File: src/hw/rtl/pct_esc_pkg.sv
// Shared types and constants for the percent escape encoder.
`default_nettype none

package pct_esc_pkg;

  // Escape form chosen by the classifier.
  typedef enum logic [1:0] {
    KIND_SAFE  = 2'd0,  // character passes through as is
    KIND_SHORT = 2'd1,  // %XX
    KIND_LONG  = 2'd2   // %uXXXX
  } kind_t;

  localparam int CODE_W = 16;
  localparam int CHAR_W = 7;
  localparam int STEP_W = 3;

  // Step index of the final character of each form.
  localparam logic [STEP_W-1:0] LAST_STEP_SAFE  = 3'd0;
  localparam logic [STEP_W-1:0] LAST_STEP_SHORT = 3'd2;
  localparam logic [STEP_W-1:0] LAST_STEP_LONG  = 3'd5;

  // Classified item queued between front and back.
  typedef struct packed {
    kind_t             kind;
    logic [CODE_W-1:0] code;
  } item_t;

endpackage

`default_nettype wire

File: src/hw/rtl/pct_esc_front.sv
// Front end: takes character codes and classifies their escape form.
`default_nettype none

module pct_esc_front (
  input  wire logic [pct_esc_pkg::CODE_W-1:0] char_code,
  output pct_esc_pkg::item_t                  item
);

  logic is_upper;
  logic is_lower;
  logic is_digit;
  logic is_punct;
  logic is_safe;

  always_comb begin
    is_upper = (char_code >= 16'h0041) && (char_code <= 16'h005A);
    is_lower = (char_code >= 16'h0061) && (char_code <= 16'h007A);
    is_digit = (char_code >= 16'h0030) && (char_code <= 16'h0039);
    // @ * _ + - . /
    is_punct = (char_code == 16'h0040) || (char_code == 16'h002A) ||
               (char_code == 16'h005F) || (char_code == 16'h002B) ||
               (char_code == 16'h002D) || (char_code == 16'h002E) ||
               (char_code == 16'h002F);
    is_safe  = is_upper || is_lower || is_digit || is_punct;

    item.code = char_code;
    if (is_safe) begin
      item.kind = pct_esc_pkg::KIND_SAFE;
    end else if (char_code[15:8] == 8'h00) begin
      item.kind = pct_esc_pkg::KIND_SHORT;
    end else begin
      item.kind = pct_esc_pkg::KIND_LONG;
    end
  end

endmodule

`default_nettype wire

File: src/hw/rtl/pct_esc_queue.sv
// Small FIFO of classified items between front and back.
`default_nettype none

module pct_esc_queue #(
  parameter int DEPTH = 4
) (
  input  wire logic               clk,
  input  wire logic               rst,
  input  wire logic               push,
  input  pct_esc_pkg::item_t      push_item,
  output logic                    full,
  input  wire logic               pop,
  output pct_esc_pkg::item_t      head_item,
  output logic                    head_valid
);

  localparam int PTR_W = (DEPTH > 1) ? $clog2(DEPTH) : 1;
  localparam int CNT_W = $clog2(DEPTH + 1);
  localparam logic [PTR_W-1:0] PTR_MAX = PTR_W'(DEPTH - 1);
  localparam logic [CNT_W-1:0] CNT_MAX = CNT_W'(DEPTH);

  pct_esc_pkg::item_t entries [DEPTH];
  logic [PTR_W-1:0]   wr_ptr;
  logic [PTR_W-1:0]   rd_ptr;
  logic [CNT_W-1:0]   count;
  logic               do_push;
  logic               do_pop;

  assign full       = (count == CNT_MAX);
  assign head_valid = (count != '0);
  assign head_item  = entries[rd_ptr];
  assign do_push    = push && !full;
  assign do_pop     = pop && head_valid;

  always_ff @(posedge clk) begin
    if (do_push) begin
      entries[wr_ptr] <= push_item;
    end
  end

  always_ff @(posedge clk) begin
    if (rst) begin
      wr_ptr <= '0;
      rd_ptr <= '0;
      count  <= '0;
    end else begin
      if (do_push) begin
        wr_ptr <= (wr_ptr == PTR_MAX) ? '0 : wr_ptr + 1'b1;
      end
      if (do_pop) begin
        rd_ptr <= (rd_ptr == PTR_MAX) ? '0 : rd_ptr + 1'b1;
      end
      if (do_push && !do_pop) begin
        count <= count + 1'b1;
      end else if (do_pop && !do_push) begin
        count <= count - 1'b1;
      end
    end
  end

endmodule

`default_nettype wire

File: src/hw/rtl/pct_esc_back.sv
// Back end: walks each queued item and emits its characters, one per cycle while the output is not stalled.
`default_nettype none

module pct_esc_back (
  input  wire logic                           clk,
  input  wire logic                           rst,
  input  wire logic                           hex_lowercase,
  input  pct_esc_pkg::item_t                  head_item,
  input  wire logic                           head_valid,
  output logic                                pop,
  output logic                                out_valid,
  input  wire logic                           out_ready,
  output logic [pct_esc_pkg::CHAR_W-1:0]      out_char,
  output logic                                run_last
);

  logic [pct_esc_pkg::STEP_W-1:0] step;
  logic [pct_esc_pkg::STEP_W-1:0] last_step;
  logic [pct_esc_pkg::CHAR_W-1:0] char_next;
  logic [3:0]                     nib;
  logic                           is_last;
  logic                           load;

  function automatic logic [pct_esc_pkg::CHAR_W-1:0] hex_char(
    input logic [3:0] n,
    input logic       lower
  );
    logic [pct_esc_pkg::CHAR_W-1:0] base;
    begin
      base = lower ? 7'h61 : 7'h41;  // 'a' or 'A'
      if (n < 4'd10) begin
        hex_char = 7'h30 + {3'b000, n};
      end else begin
        hex_char = base + {3'b000, n - 4'd10};
      end
    end
  endfunction

  always_comb begin
    case (head_item.kind)
      pct_esc_pkg::KIND_SAFE:  last_step = pct_esc_pkg::LAST_STEP_SAFE;
      pct_esc_pkg::KIND_SHORT: last_step = pct_esc_pkg::LAST_STEP_SHORT;
      pct_esc_pkg::KIND_LONG:  last_step = pct_esc_pkg::LAST_STEP_LONG;
      default:                 last_step = pct_esc_pkg::LAST_STEP_SAFE;
    endcase
    is_last = (step == last_step);

    // Digit to print: the final digits are always the low byte.
    case (step)
      3'd1:    nib = head_item.code[7:4];
      3'd2:    nib = (head_item.kind == pct_esc_pkg::KIND_LONG) ?
                     head_item.code[15:12] : head_item.code[3:0];
      3'd3:    nib = head_item.code[11:8];
      3'd4:    nib = head_item.code[7:4];
      3'd5:    nib = head_item.code[3:0];
      default: nib = head_item.code[3:0];
    endcase

    if (head_item.kind == pct_esc_pkg::KIND_SAFE) begin
      char_next = head_item.code[6:0];
    end else if (step == 3'd0) begin
      char_next = 7'h25;  // '%'
    end else if (step == 3'd1 && head_item.kind == pct_esc_pkg::KIND_LONG) begin
      char_next = 7'h75;  // 'u'
    end else begin
      char_next = hex_char(nib, hex_lowercase);
    end

    load = head_valid && (!out_valid || out_ready);
    pop  = load && is_last;
  end

  always_ff @(posedge clk) begin
    if (rst) begin
      step      <= '0;
      out_valid <= 1'b0;
    end else begin
      if (load) begin
        step <= is_last ? '0 : step + 1'b1;
      end
      if (load) begin
        out_valid <= 1'b1;
      end else if (out_ready) begin
        out_valid <= 1'b0;
      end
    end
  end

  always_ff @(posedge clk) begin
    if (load) begin
      out_char <= char_next;
      run_last <= is_last;
    end
  end

endmodule

`default_nettype wire

File: src/hw/rtl/percent_escape_encoder.sv
// Percent escape encoder: 16-bit character codes in, escaped ASCII out.
// An input transaction passes through the item queue register and then the
//   output register before its first output character appears.
// Throughput: one output character per cycle while m_axis_tready does not stall,
//   with 1, 3 or 6 characters per input for the safe, %XX and %uXXXX forms; the single character emit unit sets it.
// Reset (rst, synchronous, active high) empties the queue, drops any pending
//   output and sets hex_lowercase to 0 (uppercase hex digits).
`default_nettype none

module percent_escape_encoder #(
  parameter int QUEUE_DEPTH = 4
) (
  input  wire logic        clk,
  input  wire logic        rst,
  // Configuration: hex_lowercase register
  input  wire logic        cfg_we,
  input  wire logic        cfg_wdata,
  // Input stream
  input  wire logic        s_axis_tvalid,
  output logic             s_axis_tready,
  input  wire logic [15:0] s_axis_tdata,   // [15:0] char_code
  // Output stream
  output logic             m_axis_tvalid,
  input  wire logic        m_axis_tready,
  output logic [7:0]       m_axis_tdata,   // [6:0] out_char, [7] zero pad
  output logic             m_axis_tlast    // run_last
);

  logic                                 hex_lowercase;
  pct_esc_pkg::item_t                   front_item;
  pct_esc_pkg::item_t                   head_item;
  logic                                 queue_full;
  logic                                 head_valid;
  logic                                 pop;
  logic [pct_esc_pkg::CHAR_W-1:0]       out_char;

  // Config register; the user must write it only while the block is idle (not enforced).
  always_ff @(posedge clk) begin
    if (rst) begin
      hex_lowercase <= 1'b0;
    end else if (cfg_we) begin
      hex_lowercase <= cfg_wdata;
    end
  end

  // Front accepts whenever the queue has room; the back drains it
  // independently, so a stalled output does not block input until full.
  assign s_axis_tready = !queue_full;

  pct_esc_front u_front (
    .char_code (s_axis_tdata),
    .item      (front_item)
  );

  pct_esc_queue #(
    .DEPTH (QUEUE_DEPTH)
  ) u_queue (
    .clk        (clk),
    .rst        (rst),
    .push       (s_axis_tvalid),
    .push_item  (front_item),
    .full       (queue_full),
    .pop        (pop),
    .head_item  (head_item),
    .head_valid (head_valid)
  );

  // Back emits characters into a registered output stage.
  pct_esc_back u_back (
    .clk           (clk),
    .rst           (rst),
    .hex_lowercase (hex_lowercase),
    .head_item     (head_item),
    .head_valid    (head_valid),
    .pop           (pop),
    .out_valid     (m_axis_tvalid),
    .out_ready     (m_axis_tready),
    .out_char      (out_char),
    .run_last      (m_axis_tlast)
  );

  assign m_axis_tdata = {1'b0, out_char};

endmodule

`default_nettype wire

File: config.mk
export PLATFORM = sky130hd
export DESIGN_NAME = percent_escape_encoder
export DESIGN_NICKNAME = d
export VERILOG_FILES = /design/src/hw/rtl/pct_esc_pkg.sv /design/src/hw/rtl/pct_esc_front.sv /design/src/hw/rtl/pct_esc_queue.sv /design/src/hw/rtl/pct_esc_back.sv /design/src/hw/rtl/percent_escape_encoder.sv
export SDC_FILE = /design/constraint.sdc
export NUM_CORES = 1
export LEC_CHECK = 0
export BUFFER_PORTS_ARGS = -buffer_cell sky130_fd_sc_hd__buf_2
export CORE_UTILIZATION = 50
export DETAILED_ROUTE_END_ITERATION = 6
export GPL_TIMING_DRIVEN = 1
export HOLD_SLACK_MARGIN = 0.06
export PLACE_DENSITY = 0.74
export SYNTH_ARGS = -nofsm -noshare
export SYNTH_HDL_FRONTEND = slang
export SYNTH_SLANG_ARGS = --single-unit
File: constraint.sdc
create_clock -name clk -period 3.91 [get_ports clk]
set_clock_uncertainty 0.05 [all_clocks]
set_input_delay 0.782 -clock clk [delete_from_list [all_inputs] [get_ports clk]]
set_output_delay 0.782 -clock clk [all_outputs]
set_load 0.05 [all_outputs]
==> results of run 1 <==
[kinds of logic after synthesis]
group / count (synthesis) / share of synthesized area
compound gates: 45 / 0.0726
flops: 94 / 0.648
simple gates: 57 / 0.0735
buf+inv: 17 / 0.0206
mux: 28 / 0.122
other cells: 1 / 0.000906
xor+xnor: 7 / 0.0148
fa+ha+maj: 15 / 0.0472
[routing by layer]
| layer | share of wire | wire [um] | vias up |
|---|---|---|---|
| met2 | 0.50 | 3680 | 59 |
| met3 | 0.042 | 308 | 7 |
| met1 | 0.44 | 3230 | 1157 |
| li1 | - | - | 1094 |
| met5 | 0 | 0 | - |
| met4 | 0.011 | 79 | 0 |
[worst max-delay path, delay by kind of cell, from the launching register on]
kind | cells | cell delay (ns)
AO/OA/AOI/OAI | 3 | 0.38
XOR/XNOR | 2 | 0.33
adder cells (fa/ha/maj) | 2 | 0.54
buffers and inverters | 2 | 0.11
flip-flops | 1 | 0.53
multiplexers | 1 | 0.65
AND/OR/NAND/NOR | 2 | 0.49
[area by class of cell]
class	count	area (um^2)
Fill cell	621	3230
Sequential cell	94	2680
Clock buffer	10	128
Tap cell	102	128
Inverter	9	33.8
Timing Repair Buffer	35	185
Clock inverter	6	92.6
Multi-Input combinational cell	153	1370
[registers in the layout, indices dropped and copies added, names as in the netlist, named ones only]
register and count:
u_queue.entries 72, u_queue.count 3, u_queue.rd_ptr 2, u_back.out_char 7, u_back.run_last 1, hex_lowercase 1, u_queue.wr_ptr 2, u_back.step 3
u_back.out_valid 1
[power by group through the flow]
stage	clock, mW	sequential [mW]	combinational [mW]
final	0.700	1.37	1.39
after global routing	0.755	1.39	1.54
after CTS	0.720	1.37	1.40
after detailed placement	0	1.39	1.39
after global placement	0	1.38	1.36
after floorplan	0	1.52	0.974
[placed cells by master (no fill, tap or decap), drive strengths merged, types with 2 or more instances in the layout]
master / instances
mux2i: 9
a21oi: 14
and2: 2
nor2: 24
or2: 2
edfxtp: 80
clkbuf: 10
o21ai: 12
xnor2: 3
nor3: 3
buf: 35
nor3b: 2
nor2b: 3
nand2: 5
bufinv: 2
nor4b: 2
dfxtp: 14
xor2: 4
a22o: 5
mux4: 18
a21o: 2
ha: 14
nand3: 4
inv: 11
o22a: 2
o21a: 3
and3: 5
[per-stage QoR]
stage | hold WS (ns) | worst slack (ns)
2_1_floorplan | 0.411 | 1.01
4_1_cts | 0.434 | 0.748
3_5_place_dp | 0.421 | 0.769
3_3_place_gp | 0.401 | 0.876
5_1_grt | 0.472 | 0.499
6_report | 0.430 | 0.785
[worst paths after layout]
path / slack (ns) / to / cells past startpoint / from
setup / recovery: 0.78 / u_queue.count[2] / 12 / flop
hold / removal: 0.43 / u_back.out_valid / 2 / u_back.out_valid
setup reg to reg: 0.78 / u_queue.count[2] / 12 / flop
hold reg to reg: 0.43 / u_back.out_valid / 2 / u_back.out_valid
==> summary.txt, run 1 <==
Power
  – Max IR drop VDD: 312 uV
  – P per Cell Area: 747 nW/um^2
  – Power after layout: 3.45 mW
  – Leakage power: between 1.5 and 2 nW
  – Clock power frac: 0.203
  – Sw frac: 0.357
  – Total net switching power: between 1 and 1.5 mW
  – Sequential Power Share: 0.396
  – Internal power component: 2.22 mW
  – Combinational Power Share: 0.401

Global route
  – Global routing usage on met2: 0.314
  – First-pass GRT wire length: 12400 um
  – Global-route track usage on met1: 0.261
  – Antenna violations before repair: 0
  – Vias in the first global route: 2350
  – Grt peak-use layer: met2
  – Met3 Track Usage GR: 0.0480
  – Largest net degree at the start of global routing: 19
  – Overall global routing resource usage: 0.194
  – GRT Residual Overflow: 0

Drt
  – Wirelength, routed: ~7300 um
  – Post-DR wirelength/cell: between 15 and 20 um
  – Drt first-iter violations: 143
  – Via density: 5.67
  – DR DRC count: 0
  – First-pass iteration count of the detailed router: 4
  – Antenna-violating nets left: 0
  – Detailed-route via count: approximately 2300

Layout
  – Utilization after layout: 0.589
  – Non-filler cells in the finished layout: 409
  – Syn-to-layout area delta: 11.6%
  – Inserted Diodes: 0
  – Layout cell share with drive strength beyond 1: 0.251
  – Final net count: about 340
  – Design Area, Final: 4620 um^2

Timing
  – Setup TNS Final: 0 ns
  – Rel. slew slack: 0.353
  – Least-Margin Pin Slew: about 0.97 ns
  – Final setup violating endpoints: 0
  – Setup repair after global routing missed its margin: no
  – Shortest period the worst path allows: 3.13 ns
  – Maximum achievable frequency: 320 MHz
  – Ratio of final minimum period to clock period: 0.799
  – Count of pins over their slew limit: 0
  – Final-report hold violation count: 0

Synthesis
  – Number of instances in the synthesized netlist: 264
  – Number of library cell types mapped by synthesis: 49
  – Count leader, synth: sky130_fd_sc_hd__edfxtp_1
  – Average footprint of a synthesized cell: 15.7 um^2
  – Top cell type by total area after synthesis: sky130_fd_sc_hd__edfxtp_1
  – Most common library cells after synthesis: 80 x sky130_fd_sc_hd__edfxtp_1, 24 x sky130_fd_sc_hd__nor2_1, 18 x sky130_fd_sc_hd__mux4_2
  – Cells taking the most area after synthesis: sky130_fd_sc_hd__edfxtp_1 58%, sky130_fd_sc_hd__mux4_2 9.8%, sky130_fd_sc_hd__dfxtp_1 6.8%
  – Portion of synthesized cell area occupied by the leading cell type: 0.580
  – Net Count, Synth: about 300
  – Area of the mapped netlist: 4140 um^2
  – Post-synth top flop: sky130_fd_sc_hd__edfxtp_1
  – FF+latch count, synth: 94
  – Share of synthesized flip-flops with an asynchronous set or reset: 0
  – Part of the Yosys area used for sequential elements: 0.648
  – Number of synthesis warnings: 0
  – Number of flops mapped to enable cells by yosys: 80

Setup path
  – Crit path launch type: flop
  – Cells traversed along the worst timing path: mux4_2 > xor2_1 > o21ai_0 > o2bb2ai_1 > and2_4 > inv_1 > ha_1 > inv_1 > fa_1 > xor2_1 > or3_1 > a21oi_1
  – Worst path slowest cell: sky130_fd_sc_hd__mux4_2
  – Classification of the worst setup path: flop to flop
  – Required time of the critical path: 4.15 ns
  – Critical Path End Type: flop
  – Arr. time, crit path: 3.37 ns
  – Maximum fanout encountered on the critical timing path: 6
  – Stage delay of the slowest cell on the critical path: 0.65 ns

Clocking
  – Total setup buffers inserted after CTS: 0
  – Clock tree from TritonCTS: yes
  – Number of sinks handled by clock tree synthesis: 94
  – Number of buffers inserted during clock tree synthesis: 9
  – Root Buffer Master: sky130_fd_sc_hd__clkbuf_8
  – Number of gates given a new drive strength after cts: 0
  – H-tree depth reported by CTS: 3
  – Worst skew pair latency: 0.35 ns
  – Clk pin slew, worst setup/hold paths: 0.09 ns
  – Number of buffers on the longest clock path: 2
  – Hold_buf cts: 0

Placed design
  – Placer congestion estimate: between 0.7 and 0.8
  – Number of buffers added on ports: 31
  – Cell area after placement: 4400 um^2
  – Cell count after placement: 393
  – HPWL after DPL: 5030 um

Flow run
  – Maximum capacitance violations: 0

Worst hold path
  – Min-delay worst type: flop to flop

Die
  – Horizontal die dimension: 93.0 um
  – Core area: 7850 um^2
  – I/O pin count: 33
  – Total die area: 8650 um^2
  – Cell row count: 32
  – Starting density of the core: 0.527
  – Vert. Die Dim: 93.0 um

Outcome
  – Status: finished clean
Note: power is estimated with default switching activity, not from simulation.
==> inputs of run 2 (changes only) <==
==> constraint.sdc (replaced) <==
create_clock -name clk -period 2.9 [get_ports clk]
set_clock_uncertainty 0.05 [all_clocks]
set_input_delay 0.58 -clock clk [delete_from_list [all_inputs] [get_ports clk]]
set_output_delay 0.58 -clock clk [all_outputs]
set_load 0.05 [all_outputs]
==> run 2 against run 1 <==
  * Critical path depth fell by 1
  * Clock power rose by 27%
  * Wire length rose by 4.6%
  * Combinational power rose by 61%
  * Final cell count rose by 4.9%
  * Non-clock buffer count rose by 20
  * First-iteration DRC count rose by 7.7%
  * Largest cell class unchanged
  * Largest power group unchanged
==> summary.txt, run 2 (synthesis results as in run 1) <==
Placed design
  – Cell area after placement: 4520 um^2
  – Number of buffers added on ports: 31
  – Placer congestion estimate: 0.781
  – HPWL after DPL: 5170 um
  – Pre-CTS worst setup slack: -0.0592 ns

Layout
  – Inserted Diodes: 0
  – Largest registers: u_queue.entries: 72 flops, u_back.out_char: 7 flops
  – Fillers: 593
  – Syn-to-layout area delta: 16.4%
  – Design Area, Final: 4820 um^2
  – Area of combinational cells with multiple inputs: 1420 um^2
  – Max FFs per register: 72
  – Top reg by flops: u_queue.entries
  – Final net count: roughly 360
  – Commonest cells after routing, fill and taps aside: 80 x sky130_fd_sc_hd__edfxtp_1, 31 x sky130_fd_sc_hd__buf_2, 24 x sky130_fd_sc_hd__nor2_1, 23 x sky130_fd_sc_hd__buf_4, 18 x sky130_fd_sc_hd__mux4_2
  – Layout cell share with drive strength beyond 1: 0.339
  – Most frequent standard cell in the layout excluding fill and tap cells: sky130_fd_sc_hd__edfxtp_1
  – Register area: 2690 um^2

Clocking
  – Number of buffers inserted during clock tree synthesis: 9
  – Worst skew pair latency: 0.37 ns
  – Number of sinks handled by clock tree synthesis: 94
  – H-tree depth reported by CTS: 3
  – Clock tree from TritonCTS: yes
  – Clk pin slew, worst setup/hold paths: 0.11 ns
  – Root Buffer Master: sky130_fd_sc_hd__clkbuf_8
  – Number of buffers on the longest clock path: 2

Drt
  – Detailed-route via count: 2410
  – First-pass iteration count of the detailed router: 4
  – Drt first-iter violations: approximately 150
  – Antenna-violating nets left: 0
  – DR DRC count: 0
  – Via density: between 5 and 6
  – Wirelength, routed: approximately 7600 um
  – Post-DR wirelength/cell: roughly 18 um

Power
  – Sw frac: 0.373
  – Sequential Power Share: 0.370
  – Leakage power: 1.73 nW
  – Max IR drop VDD: roughly 450 uV
  – Clock power frac: 0.179
  – Internal power component: 3.10 mW
  – Total net switching power: 1.85 mW
  – Combinational Power Share: 0.452
  – P per Cell Area: 1030 nW/um^2

Outcome
  – Status: finished clean

Setup path
  – Critical Path End Type: flop
  – Arr. time, crit path: 2.90 ns
  – Maximum fanout encountered on the critical timing path: 4
  – Classification of the worst setup path: flop to flop
  – Stage delay of the slowest cell on the critical path: 0.55 ns
  – Cells traversed along the worst timing path: mux4_2 > buf_6 > nor2b_4 > buf_4 > buf_4 > mux2i_1 > o21a_2 > ha_2 > xnor2_2 > nor4b_2 > a211o_1
  – Critical Path Most Common Cell: sky130_fd_sc_hd__buf_4
  – Worst path slowest cell: sky130_fd_sc_hd__mux4_2
  – Crit path launch type: flop
  – Required time of the critical path: around 3 ns

Timing
  – Least-Margin Pin Slew: 0.616 ns
  – Ratio of final minimum period to clock period: 0.972
  – Rel. slew slack: 0.585
  – Final-report hold violation count: 0
  – Setup repair after global routing missed its margin: yes
  – Maximum achievable frequency: 355 MHz
  – Shortest period the worst path allows: 2.82 ns
  – Final setup violating endpoints: 0
  – Count of pins over their slew limit: 0
  – Final critical-path setup slack: 0.0800 ns

Die
  – Vert. Die Dim: 93.0 um
  – Horizontal die dimension: 93.0 um
  – Starting density of the core: 0.527
  – Core area: 7850 um^2
  – Total die area: 8650 um^2
  – Cell row count: 32
  – I/O pin count: 33

Global route
  – GRT Residual Overflow: 0
  – Vias in the first global route: ~2400
  – Antenna violations before repair: 0
  – Overall global routing resource usage: 0.194
  – First-pass GRT wire length: 12200 um
  – Largest net degree at the start of global routing: 21

Worst hold path
  – Launch instance of the worst min-delay path: s_axis_tdata[10]
  – Min-delay worst type: primary input to flop

Flow run
  – Maximum capacitance violations: 0
## run 2: cell count changes in the layout (fill, tap and decap cells not counted), moves of 2 or more
cell / before / now
sky130_fd_sc_hd__bufinv_16: 2 / 0
sky130_fd_sc_hd__ha_1: 14 / 11
sky130_fd_sc_hd__dfxtp_1: 14 / 12
sky130_fd_sc_hd__inv_8: 1 / 3
sky130_fd_sc_hd__inv_1: 9 / 7
sky130_fd_sc_hd__buf_4: 4 / 23
sky130_fd_sc_hd__clkinv_8: 0 / 2
sky130_fd_sc_hd__o21a_2: 0 / 2
sky130_fd_sc_hd__o21a_1: 3 / 1
sky130_fd_sc_hd__ha_4: 0 / 2
## run 2: area by class of cell
class / count / area share
clock buffer: 9 / 0.0257
inverter: 9 / 0.00753
clock inverter: 7 / 0.0174
sequential: 94 / 0.558
tap: 102 / 0.0265
multi-input combinational: 153 / 0.295
timing repair buffer: 55 / 0.0704
## run 2: final timing paths
| kind | cells after the start | slack, ns | end |
|---|---|---|---|
| max | 11 | 0.08 | u_back.out_char[4] |
| min | 1 | 0.38 | u_queue.entries[2][10] |
| max reg2reg | 11 | 0.08 | u_back.out_char[4] |
| min reg2reg | 2 | 0.43 | u_back.out_valid |
## run 2: power by group through the flow
stage | Sequential [mW] | Clock [mW] | Combinational (mW)
after global placement | 1.85 | 0 | 2.01
after global routing | 1.85 | 0.950 | 2.43
after CTS | 1.83 | 0.906 | 2.08
final | 1.83 | 0.886 | 2.24
after floorplan | 2.04 | 0 | 1.31
after detailed placement | 1.86 | 0 | 2.05
## run 2: critical path: cells and delay by family (launching register included)
family	cells	cell delay, ns
DFF	1	0.38
AOI/OAI and AO/OA	2	0.47
and+or+nand+nor	2	0.18
buffers and inverters	3	0.41
adders and majority gates	1	0.23
muxes	2	0.72
xor gates and xnor gates	1	0.14
## run 2: layer usage
| layer | track usage | wire length, um | vias to the layer above |
|---|---|---|---|
| li1 | - | - | 1140 |
| met1 | 0.245 | 3310 | 1194 |
| met2 | 0.320 | 3870 | 68 |
| met3 | 0.0528 | 356 | 8 |
| met4 | 0.0756 | 102 | 0 |
| met5 | 0 | 0 | - |
## run 2: metrics by stage
stage               utilization  power [mW]  instances  TNS, ns  hold WS (ns)
floorplan                     -        3.36        264        0         0.411
global placement          0.576        3.86        409        0         0.400
detailed placement        0.576        3.91        409  -0.0592         0.415
CTS                       0.605        4.82        427        0         0.369
global route              0.614        5.23        429  -0.0936         0.376
finish                    0.614        4.95        429        0         0.384
## run 2: repair_timing
item,4_1_cts,5_1_grt
gates resized for setup,1,17
pin swaps,0,7
hold buffers,0,0
buffers inserted,2,2
setup endpoints to repair,1,5
==> inputs of run 3 (changes only) <==
--- a/config.mk
+++ b/config.mk
@@ -11,6 +11,7 @@
 export GPL_TIMING_DRIVEN = 1
 export HOLD_SLACK_MARGIN = 0.06
 export PLACE_DENSITY = 0.74
+export SETUP_SLACK_MARGIN = 0.3
 export SYNTH_ARGS = -nofsm -noshare
 export SYNTH_HDL_FRONTEND = slang
 export SYNTH_SLANG_ARGS = --single-unit
==> run 3 against run 2 <==
  * Worst setup slack improved by 0.023 ns
  * Via count rose by 0.41%
  * Total power rose by 4.4%
  * Largest power group unchanged
==> summary.txt, run 3 (synthesis results as in run 1) <==
Layout
  – Syn-to-layout area delta: 19.8%
  – Fillers: 572
  – Inserted Diodes: 0
  – Design Area, Final: 4960 um^2
  – Top reg by flops: u_queue.entries
  – Final net count: about 370
  – Layout cell share with drive strength beyond 1: 0.378
  – Max FFs per register: 72
  – Most frequent standard cell in the layout excluding fill and tap cells: sky130_fd_sc_hd__edfxtp_1
  – Commonest cells after routing, fill and taps aside: 80 x sky130_fd_sc_hd__edfxtp_1, 31 x sky130_fd_sc_hd__buf_2, 27 x sky130_fd_sc_hd__buf_4, 23 x sky130_fd_sc_hd__nor2_1, 18 x sky130_fd_sc_hd__mux4_2
  – Largest registers: u_queue.entries: 72 flops, u_back.out_char: 7 flops

Setup path
  – Critical Path End Type: flop
  – Critical Path Most Common Cell: sky130_fd_sc_hd__xor2_1
  – Stage delay of the slowest cell on the critical path: 0.57 ns
  – Cells traversed along the worst timing path: mux4_2 > xor2_1 > o21ai_1 > o2bb2ai_2 > and2_4 > inv_4 > ha_4 > inv_2 > fa_2 > xor2_1 > or3_1 > a21oi_2
  – Worst path slowest cell: sky130_fd_sc_hd__mux4_2
  – Number of cells on the worst reg-to-reg path: 12
  – Total stage count of the critical path: 12
  – Buf+Inv Stages, Crit Path: 2
  – Crit path launch type: flop
  – Classification of the worst setup path: flop to flop
  – Cell family with most CP delay: multiplexers
  – Arr. time, crit path: a little over 3 ns
  – Maximum fanout encountered on the critical timing path: 4
  – Required time of the critical path: 3.16 ns

Timing
  – Count of pins over their slew limit: 0
  – Rel. slew slack: 0.630
  – Ratio of final minimum period to clock period: 0.964
  – Final setup violating endpoints: 0
  – Maximum achievable frequency: 358 MHz
  – Setup TNS Final: 0 ns
  – Final-report hold violation count: 0
  – Least-Margin Pin Slew: 0.549 ns
  – Shortest period the worst path allows: 2.80 ns
  – Setup repair after global routing missed its margin: yes

Drt
  – Detailed-route via count: 2420
  – Post-DR wirelength/cell: 17.2 um
  – Drt first-iter violations: 202
  – Via density: 5.53
  – Wirelength, routed: 7530 um
  – Antenna-violating nets left: 0
  – DR DRC count: 0
  – First-pass iteration count of the detailed router: 4

Global route
  – GRT Residual Overflow: 0
  – Largest net degree at the start of global routing: 19
  – Overall global routing resource usage: 0.192
  – First-pass GRT wire length: between 10000 and 15000 um
  – Antenna violations before repair: 0
  – Vias in the first global route: 2450

Die
  – Core area: between 7000 and 8000 um^2
  – I/O pin count: 33
  – Starting density of the core: 0.527
  – Vert. Die Dim: a little over 90 um
  – Horizontal die dimension: 93.0 um
  – Total die area: 8650 um^2
  – Cell row count: 32

Placed design
  – HPWL after DPL: 4880 um
  – Placer congestion estimate: roughly 0.8
  – Number of buffers added on ports: 31
  – Cell area after placement: 4490 um^2

Clocking
  – Number of buffers on the longest clock path: 2
  – Clk pin slew, worst setup/hold paths: 0.09 ns
  – Number of sinks handled by clock tree synthesis: 94
  – Worst skew pair latency: 0.36 ns
  – H-tree depth reported by CTS: 3
  – Root Buffer Master: sky130_fd_sc_hd__clkbuf_8
  – Hold_buf cts: 0
  – Clock tree from TritonCTS: yes
  – Number of buffers inserted during clock tree synthesis: 9

Worst hold path
  – Min-delay worst type: primary input to flop
  – Hold path depth: 1

Power
  – P per Cell Area: around 1000 nW/um^2
  – Max IR drop VDD: 486 uV
  – Leakage power: 1.77 nW

Outcome
  – Status: finished clean

Flow run
  – Maximum capacitance violations: 0
[run 3: cell types whose count changed in the layout (fill, tap and decap cells not counted), moves of 2 or more]
cell | before | now
sky130_fd_sc_hd__buf_12 | 0 | 2
sky130_fd_sc_hd__buf_4 | 23 | 27
sky130_fd_sc_hd__a21oi_1 | 12 | 9
sky130_fd_sc_hd__buf_6 | 1 | 3
sky130_fd_sc_hd__a21oi_2 | 2 | 4
sky130_fd_sc_hd__clkinv_8 | 2 | 0
sky130_fd_sc_hd__ha_4 | 2 | 4
sky130_fd_sc_hd__inv_8 | 3 | 0
[run 3: layer usage]
layer	part of all wire	track usage
met5	0	0
met3	0.033	0.0463
met4	0.017	0.0782
met1	0.46	0.241
met2	0.49	0.321
[run 3: area by class of cell]
cell class	instances	area (um^2)	share of cell area
tap	102	128	0.0257
clock inverter	5	35.0	0.00707
sequential	94	2690	0.542
timing repair buffer	64	447	0.0901
clock buffer	11	141	0.0285
multi-input combinational	153	1480	0.299
inverter	9	36.3	0.00732
[run 3: worst paths after layout]
kind                     from                      to  slack [ns]
min          s_axis_tdata[10]  u_queue.entries[1][10]        0.40
max                      flop        u_queue.count[2]        0.10
max reg2reg              flop        u_queue.count[2]        0.10
min reg2reg  u_back.out_valid        u_back.out_valid        0.45
[run 3: repair_timing]
action	4_1_cts	5_1_grt
endpoints found under the hold margin	0	0
endpoints found under the setup margin	8	8
pin swaps	4	6
buffers inserted	14	6
resized for setup	17	13
[run 3: metrics by stage]
step / utilization / worst slack (ns) / total power, mW / cells / hold WS, ns
floorplan: - / 0.0935 / 3.39 / 264 / 0.411
global placement: 0.572 / 0.0542 / 3.81 / 402 / 0.402
detailed placement: 0.572 / -0.000278 / 3.84 / 402 / 0.442
CTS: 0.619 / 0.116 / 4.94 / 432 / 0.390
global route: 0.632 / -0.0574 / 5.48 / 438 / 0.386
finish: 0.632 / 0.103 / 5.17 / 438 / 0.399
[run 3: where the power goes]
group	total, mW	internal [mW]	switching [mW]
clock	0.786	0.336	0.450
combinational	2.56	1.23	1.33
sequential	1.83	1.73	0.0969
total	5.17	3.30	1.88
